--- src/csp_pkg.sv ---
// shared types and constants for the circle symmetry point expander
// no dependencies; used by every module of the block by scoped names
package csp_pkg;

    localparam int COORD_BITS = 16;
    localparam int NUM_CAND   = 8;
    localparam int SEL_BITS   = $clog2(NUM_CAND);
    localparam int CFG_IDX_BITS = 2;

    typedef logic [COORD_BITS-1:0] t_coord;
    typedef logic [CFG_IDX_BITS-1:0] t_cfg_idx;

    localparam t_cfg_idx CFG_WINDOW_LEFT   = t_cfg_idx'(0);
    localparam t_cfg_idx CFG_WINDOW_TOP    = t_cfg_idx'(1);
    localparam t_cfg_idx CFG_WINDOW_RIGHT  = t_cfg_idx'(2);
    localparam t_cfg_idx CFG_WINDOW_BOTTOM = t_cfg_idx'(3);

    localparam t_coord WINDOW_LOW_RESET  = '0;
    localparam t_coord WINDOW_HIGH_RESET = t_coord'(65535);

    typedef struct packed {
        t_coord center_x;
        t_coord center_y;
        t_coord offset_i;
        t_coord offset_j;
    } t_in_req;

    typedef struct packed {
        t_coord point_x;
        t_coord point_y;
        logic   last_point;
    } t_out_req;

    typedef struct packed {
        t_coord left;
        t_coord top;
        t_coord right;
        t_coord bottom;
    } t_window;

    typedef struct packed {
        t_coord x;
        t_coord y;
    } t_point;

    typedef struct packed {
        logic [NUM_CAND-1:0]   mask;
        t_point [NUM_CAND-1:0] pts;
    } t_cand_set;

endpackage

--- src/csp_eval.sv ---
// candidate point generation and window test for one registered request
// depends on csp_pkg
module csp_eval (
    input  csp_pkg::t_in_req   i_req,
    input  csp_pkg::t_window   i_window,
    output csp_pkg::t_cand_set o_cands
);

    typedef struct packed {
        logic            ok;
        csp_pkg::t_coord val;
    } t_coord_ok;

    function automatic t_coord_ok add_c(csp_pkg::t_coord a, csp_pkg::t_coord b);
        logic [csp_pkg::COORD_BITS:0] s;
        t_coord_ok r;
        s = {1'b0, a} + {1'b0, b};
        r.ok  = ~s[csp_pkg::COORD_BITS];
        r.val = s[csp_pkg::COORD_BITS-1:0];
        return r;
    endfunction

    function automatic t_coord_ok sub_c(csp_pkg::t_coord a, csp_pkg::t_coord b);
        logic [csp_pkg::COORD_BITS:0] s;
        t_coord_ok r;
        s = {1'b0, a} - {1'b0, b};
        r.ok  = ~s[csp_pkg::COORD_BITS];
        r.val = s[csp_pkg::COORD_BITS-1:0];
        return r;
    endfunction

    t_coord_ok xpi, xmi, xpj, xmj, ypi, ymi, ypj, ymj, x0, y0;
    t_coord_ok xpd, xmd, ypd, ymd;
    t_coord_ok cand_x [csp_pkg::NUM_CAND];
    t_coord_ok cand_y [csp_pkg::NUM_CAND];
    logic [csp_pkg::NUM_CAND-1:0] used;
    logic zero_i, zero_j;

    always_comb begin
        xpi = add_c(i_req.center_x, i_req.offset_i);
        xmi = sub_c(i_req.center_x, i_req.offset_i);
        xpj = add_c(i_req.center_x, i_req.offset_j);
        xmj = sub_c(i_req.center_x, i_req.offset_j);
        ypi = add_c(i_req.center_y, i_req.offset_i);
        ymi = sub_c(i_req.center_y, i_req.offset_i);
        ypj = add_c(i_req.center_y, i_req.offset_j);
        ymj = sub_c(i_req.center_y, i_req.offset_j);
        x0  = {1'b1, i_req.center_x};
        y0  = {1'b1, i_req.center_y};
        zero_i = (i_req.offset_i == '0);
        zero_j = (i_req.offset_j == '0);
        xpd = zero_i ? xpj : xpi;
        xmd = zero_i ? xmj : xmi;
        ypd = zero_i ? ypj : ypi;
        ymd = zero_i ? ymj : ymi;

        for (int k = 0; k < csp_pkg::NUM_CAND; k++) begin
            cand_x[k] = x0;
            cand_y[k] = y0;
        end
        used = '0;

        if (zero_i && zero_j) begin
            used = csp_pkg::NUM_CAND'(1);
        end else if (zero_i || zero_j) begin
            used = csp_pkg::NUM_CAND'(4'hF);
            cand_x[0] = xpd;
            cand_x[1] = xmd;
            cand_y[2] = ypd;
            cand_y[3] = ymd;
        end else if (i_req.offset_i == i_req.offset_j) begin
            used = csp_pkg::NUM_CAND'(4'hF);
            cand_x[0] = xpi; cand_y[0] = ypi;
            cand_x[1] = xmi; cand_y[1] = ypi;
            cand_x[2] = xpi; cand_y[2] = ymi;
            cand_x[3] = xmi; cand_y[3] = ymi;
        end else begin
            used = '1;
            cand_x[0] = xpi; cand_y[0] = ypj;
            cand_x[1] = xmi; cand_y[1] = ypj;
            cand_x[2] = xpi; cand_y[2] = ymj;
            cand_x[3] = xmi; cand_y[3] = ymj;
            cand_x[4] = xpj; cand_y[4] = ypi;
            cand_x[5] = xmj; cand_y[5] = ypi;
            cand_x[6] = xpj; cand_y[6] = ymi;
            cand_x[7] = xmj; cand_y[7] = ymi;
        end

        for (int k = 0; k < csp_pkg::NUM_CAND; k++) begin
            o_cands.pts[k].x = cand_x[k].val;
            o_cands.pts[k].y = cand_y[k].val;
            o_cands.mask[k]  = used[k] && cand_x[k].ok && cand_y[k].ok
                            && (cand_x[k].val >= i_window.left)
                            && (cand_x[k].val <= i_window.right)
                            && (cand_y[k].val >= i_window.top)
                            && (cand_y[k].val <= i_window.bottom);
        end
    end

endmodule

--- src/csp_emit.sv ---
// candidate buffer and output register: hands out in-window points in order
// depends on csp_pkg
module csp_emit (
    input  logic               i_clk,
    input  logic               i_rst_n,
    input  logic               i_load,
    input  csp_pkg::t_cand_set i_cands,
    output logic               o_take,
    output logic               o_valid,
    input  logic               i_stall,
    output csp_pkg::t_out_req  o_out
);

    logic [csp_pkg::NUM_CAND-1:0]   r_mask, n_mask;
    csp_pkg::t_point [csp_pkg::NUM_CAND-1:0] r_pts;
    logic                           r_valid;
    csp_pkg::t_out_req              r_out;

    logic [csp_pkg::SEL_BITS-1:0]   sel;
    logic [csp_pkg::NUM_CAND-1:0]   rest;
    logic                           advance, last;

    always_comb begin
        sel = '0;
        for (int k = csp_pkg::NUM_CAND - 1; k >= 0; k--) begin
            if (r_mask[k]) sel = csp_pkg::SEL_BITS'(k);
        end
        rest    = r_mask & ~(csp_pkg::NUM_CAND'(1) << sel);
        last    = (rest == '0);
        advance = (r_mask != '0) && (!r_valid || !i_stall);
        o_take  = (r_mask == '0) || (advance && last);
        n_mask  = advance ? rest : r_mask;
        if (i_load && o_take) n_mask = i_cands.mask;
    end

    always_ff @(posedge i_clk) begin
        if (!i_rst_n) begin
            r_mask  <= '0;
            r_valid <= 1'b0;
        end else begin
            r_mask <= n_mask;
            if (advance) begin
                r_valid <= 1'b1;
            end else if (!i_stall) begin
                r_valid <= 1'b0;
            end
        end
        if (i_load && o_take) r_pts <= i_cands.pts;
        if (advance) begin
            r_out.point_x    <= r_pts[sel].x;
            r_out.point_y    <= r_pts[sel].y;
            r_out.last_point <= last;
        end
    end

    assign o_valid = r_valid;
    assign o_out   = r_out;

endmodule

--- src/circle_symmetry_point_expander_top.sv ---
// circle symmetry point expander: each request carries a centre and an offset pair and
// yields its mirrored points that fall inside the configured window, one point per
// cycle while the output is not stalled, the last one flagged; a request holds the point
// buffer until all its in-window points (up to 8) are handed out, and the next request
// is loaded into the buffer as the last point of the one before is handed out
// depends on csp_pkg, csp_eval, csp_emit
module circle_symmetry_point_expander_top (
    input  logic              i_clk,
    input  logic              i_rst_n,
    input  logic              i_valid,
    output logic              o_stall,
    input  csp_pkg::t_in_req  i_in,
    output logic              o_valid,
    input  logic              i_stall,
    output csp_pkg::t_out_req o_out,
    input  logic              i_cfg_we,
    input  csp_pkg::t_cfg_idx i_cfg_idx,
    input  csp_pkg::t_coord   i_cfg_data
);

    csp_pkg::t_window   r_window;
    csp_pkg::t_in_req   r_in;
    logic               r_in_valid;
    csp_pkg::t_cand_set cands;
    logic               take;
    logic               accept;

    assign o_stall = r_in_valid && !take;
    assign accept  = i_valid && !o_stall;

    always_ff @(posedge i_clk) begin
        if (!i_rst_n) begin
            r_window.left   <= csp_pkg::WINDOW_LOW_RESET;
            r_window.top    <= csp_pkg::WINDOW_LOW_RESET;
            r_window.right  <= csp_pkg::WINDOW_HIGH_RESET;
            r_window.bottom <= csp_pkg::WINDOW_HIGH_RESET;
            r_in_valid      <= 1'b0;
        end else begin
            if (i_cfg_we) begin
                unique case (i_cfg_idx)
                    csp_pkg::CFG_WINDOW_LEFT:   r_window.left   <= i_cfg_data;
                    csp_pkg::CFG_WINDOW_TOP:    r_window.top    <= i_cfg_data;
                    csp_pkg::CFG_WINDOW_RIGHT:  r_window.right  <= i_cfg_data;
                    csp_pkg::CFG_WINDOW_BOTTOM: r_window.bottom <= i_cfg_data;
                    default: ;
                endcase
            end
            if (accept) begin
                r_in_valid <= 1'b1;
            end else if (take) begin
                r_in_valid <= 1'b0;
            end
        end
        if (accept) r_in <= i_in;
    end

    csp_eval u_eval (
        .i_req    (r_in),
        .i_window (r_window),
        .o_cands  (cands)
    );

    csp_emit u_emit (
        .i_clk   (i_clk),
        .i_rst_n (i_rst_n),
        .i_load  (r_in_valid),
        .i_cands (cands),
        .o_take  (take),
        .o_valid (o_valid),
        .i_stall (i_stall),
        .o_out   (o_out)
    );

endmodule

--- config.mk ---
export PLATFORM = sky130hd
export DESIGN_NAME = circle_symmetry_point_expander_top
export DESIGN_NICKNAME = d
export VERILOG_FILES = /design/src/csp_pkg.sv /design/src/csp_eval.sv /design/src/csp_emit.sv /design/src/circle_symmetry_point_expander_top.sv
export SDC_FILE = /design/constraint.sdc
export NUM_CORES = 1
export LEC_CHECK = 0
export ABC_AREA = 1
export BUFFER_PORTS_ARGS = -buffer_cell sky130_fd_sc_hd__clkbuf_2
export CAP_MARGIN = 20
export CORE_MARGIN = 1.5
export CORE_UTILIZATION = 45
export CTS_BUF_LIST = sky130_fd_sc_hd__clkbuf_4
export CTS_CLUSTER_SIZE = 16
export DETAILED_ROUTE_END_ITERATION = 12
export GPL_TIMING_DRIVEN = 0
export PLACE_DENSITY_LB_ADDON = 0.2
export SLEW_MARGIN = 20
export SYNTH_ARGS = -nofsm -noshare
export SYNTH_HDL_FRONTEND = slang
export SYNTH_HIERARCHICAL = 1
export SYNTH_SLANG_ARGS = --single-unit
--- constraint.sdc ---
create_clock -name i_clk -period 6.4 [get_ports i_clk]
set_clock_uncertainty 0.1 [all_clocks]
set_input_delay 0.96 -clock i_clk [delete_from_list [all_inputs] [get_ports i_clk]]
set_output_delay 0.96 -clock i_clk [all_outputs]
set_load 0.03 [all_outputs]
==> results.sh <==
export IMPL_grt_setup_unrepaired="no"
export IMPL_fp_dieArea_um2=79900
export IMPL_routabilityCongestion=1.03
export IMPL_ffs_w_async_s_r_synth_pct=0
export IMPL_synthToLayoutAreaGrowth_pct=10.3
export IMPL_ioPinCount=122
export IMPL_worst_pin_slew_ns=1.26
export IMPL_power_share_clock_pct=13.6
export IMPL_maxSlewViolCount=0
export IMPL_normalized_max_slew_margin_pct=15.3
export IMPL_routed_wirelength_um=140000
export IMPL_start_kind="flop"
export IMPL_clkSinkCount=427
export IMPL_power_density_nw_per_um2=483
export IMPL_synthDominantCellAreaShare_pct=30.1
export IMPL_first_pass_iters=6
export IMPL_post_synthesis_mean_instance_area_um2=7.68
export IMPL_first_global_vias=31000
export IMPL_route_detailed_wl_per_inst_um=23.4
export IMPL_clk_root_buffer_cell="clkbuf_4"
export IMPL_place_detailed_hpwl_um=114000
export IMPL_synth_seq_area_share_pct=34.3
export IMPL_cts_tree="done"
export IMPL_setup_worst_path_end_class="flop"
export IMPL_fin_tns_setup_ns=0
export IMPL_share_comb_of_total_power_pct=61.1
export IMPL_clk_latency_ns=0.95
export IMPL_cts_buffer_depth=3
export IMPL_initialDrtViolationCount=4129
export IMPL_design_final_nets=5408
export IMPL_globalRouteOverflowTotal=0
export IMPL_number_of_enable_type_register_cells_in_the_synthesized_netlist=353
export IMPL_grt_start_max_net_pins=250
export IMPL_ys_ff_latch=427
export IMPL_layout_setup_ws_ns=0.624
export IMPL_switching_share_pct=52.4
export IMPL_outcome="finished clean"
export IMPL_power_internal_mw=8.92
export IMPL_core_area_um2=77500
export IMPL_path_class="reg -> reg"
export IMPL_crit_fanout=6
export IMPL_timing_final_crit_period_ns=5.78
export IMPL_synth_net_count=5158
export IMPL_drc_errors=0
export IMPL_num_fill_cells=7734
export IMPL_max_cap_violations=0
export IMPL_die_width_um=283
export IMPL_p_leak_nw=18.7
export IMPL_postRouteAntennaNets=0
export IMPL_register_area_um2=12100
export IMPL_number_of_buffers_created_by_cts=114
export IMPL_port_buffer_count=120
export IMPL_synth_top_cells_by_area="edfxtp_1 (30%), ha_1 (17%), nand2_1 (11%)"
export IMPL_report_final_setup_viol=0
export IMPL_post_route_cells_drive_above_1_share_pct=11.2
export IMPL_routed_via_count=33900
export IMPL_required_time_at_the_endpoint_of_the_critical_path_ns=7.12
export IMPL_die_height_um=283
export IMPL_crit_arrival_ns=6.50
export IMPL_startpoint="r_in[17]"
export IMPL_worstHoldStart="i_in[56]"
export IMPL_dp_slack_ns=0.895
export IMPL_multi_input_comb_area_um2=19700
export IMPL_grtUsageTotal_pct=34.6
export IMPL_holdCritPathClass="in -> reg"
export IMPL_post_cts_repair_setup_buffers=0
export IMPL_antenna_found_initial=5
export IMPL_regToRegStartpoint="r_in[17]"
export IMPL_final_hold_viol_count=0
export IMPL_final_period_utilization_pct=90.3
export IMPL_first_pass_grt_wire_length_um=200000
export IMPL_placement_rows=102
export IMPL_syn_inst=4583
export IMPL_ir_worst_vdd_mv=0.464
export IMPL_initial_utilization_pct=45.4
export IMPL_synth_lib_cells_used_distinct=59
export IMPL_clock_pin_slew_on_the_worst_setup_and_hold_paths_ns=0.07
export IMPL_max_clock_freq_ghz=0.173
export IMPL_ys_warnings_count=6
export IMPL_synthesis_area_um2=35200
export IMPL_power_net_switching_mw=9.82
export IMPL_synth_ff_type="edfxtp_1"
export IMPL_cts_htree_levels=3
export IMPL_power_frac_seq_pct=25.3
export IMPL_post_drt_via_cell_ratio=5.68
export IMPL_yosysTopAreaCell="edfxtp_1"
## repair_timing
action / 4_1_cts / 5_1_grt
hold endpoints to repair: 9 / 0
resized for setup: 0 / 0
hold buffers: 9 / 0
## synth_stat cells (all sizes together), types with 20 or more instances
cell type	instances
nand2	1072
inv	543
ha	480
nand3	450
nor2	384
a21oi	373
edfxtp	353
o21ai	213
buf	193
nand4	124
dfxtp	74
xor2	56
clkbuf	53
nor3	39
a31oi	24
o21bai	20
## metrics by stage
step	util, %	hold WS, ns	area, um^2	total power [mW]	cells
detailed placement	48.0	0.351	37200	15.9	5747
floorplan	-	0.329	35200	11.7	4583
finish	50.1	0.0882	38800	18.7	5968
global route	50.1	0.0370	38800	19.9	5967
CTS	50.1	0.000464	38800	18.4	5964
global placement	47.9	0.343	37100	15.7	5743
## power by group through the flow
stage	registers [mW]	logic, mW	clock network, mW
floorplan	4.88	6.79	0
global placement	4.83	10.9	0
detailed placement	4.79	11.1	0
CTS	4.74	11.1	2.61
global route	4.80	12.4	2.74
finish	4.74	11.5	2.55
## layer usage
layer / global-route usage [%] / vias to the layer above / routed length [um]
met2: 53.5 / 1821 / 60600
met1: 46.0 / 15700 / 57100
li1: - / 16000 / -
met4: 18.6 / 6 / 8070
met3: 6.27 / 336 / 14100
met5: 0 / - / 44
## final timing paths
check | end | slack (ns) | depth (start not counted)
worst max register to register | u_emit/r_mask[1] | 0.62 | 25
worst max-delay path | u_emit/r_mask[1] | 0.62 | 25
worst min-delay path | r_in[56] | 0.09 | 1
worst min register to register | r_window[20] | 0.37 | 2
## cell type report
| cell class | instances | area share (%) |
|---|---|---|
| Multi-Input combinational cell | 3365 | 50.6 |
| Clock buffer | 171 | 3.31 |
| Buffer | 246 | 3.64 |
| Inverter | 545 | 5.34 |
| Sequential cell | 427 | 31.1 |
| Clock inverter | 37 | 0.577 |
| Antenna cell | 3 | 0.0193 |
| Tap cell | 1040 | 3.35 |
| Timing Repair Buffer | 134 | 2.04 |
## state kept, by name, indices dropped and copies added, names as in the netlist
register,cells
r_in,64
r_in_valid,1
r_window,64
u_emit/o_out,33
u_emit/o_valid,1
u_emit/r_mask,8
u_emit/r_pts,256
## worst max-delay path, stage by stage (launching register included)
cell and delay, ns:
edfxtp_1 0.61, inv_1 0.34, ha_1 0.39, o21ai_0 0.65
nand3_1 0.19, nand2_1 0.15, nand3_1 0.08, nand2_1 0.12
inv_1 0.08, a221oi_1 0.83, ha_1 0.40, nand2_1 0.09
nor2_1 0.05, nor3_1 0.14, nand2_1 0.08, nand2_1 0.05
nand2_1 0.04, nand2_1 0.20, nand2_1 0.09, nor2_1 0.12
nand3_1 0.11, nor2_1 0.35, inv_1 0.09, nand3_1 0.09
nand3_1 0.08, a21oi_1 0.11
## layout by cell type (no fill, tap or decap), drive strengths merged, types with 10 or more instances in the layout
| cell type | Yosys | routed |
|---|---|---|
| o2bb2ai | 10 | 10 |
| a21oi | 373 | 373 |
| inv | 543 | 545 |
| o22ai | 15 | 15 |
| clkbuf | 53 | 344 |
| xor2 | 56 | 56 |
| and2 | 12 | 12 |
| nor4 | 11 | 11 |
| o211ai | 13 | 13 |
| nor2 | 384 | 384 |
| nand2 | 1072 | 1072 |
| ha | 480 | 480 |
| nor3 | 39 | 39 |
| o21ai | 213 | 213 |
| nand4 | 124 | 124 |
| xnor2 | 11 | 11 |
| buf | 193 | 198 |
| a31oi | 24 | 24 |
| o21bai | 20 | 20 |
| or2 | 11 | 11 |
| nand3 | 450 | 450 |
| clkinv | 2 | 35 |
| dfxtp | 74 | 74 |
| edfxtp | 353 | 353 |
## cells by family after synthesis
group           count (synthesis)  share of synthesized area (%)
simple gates                 2109                           25.8
compound gates                701                           10.8
fa+ha+maj                     488                           17.5
xor+xnor                       67                           1.67
buf+inv                       791                           9.84
flops                         427                           34.3
Power figures use the tool's default switching activity.
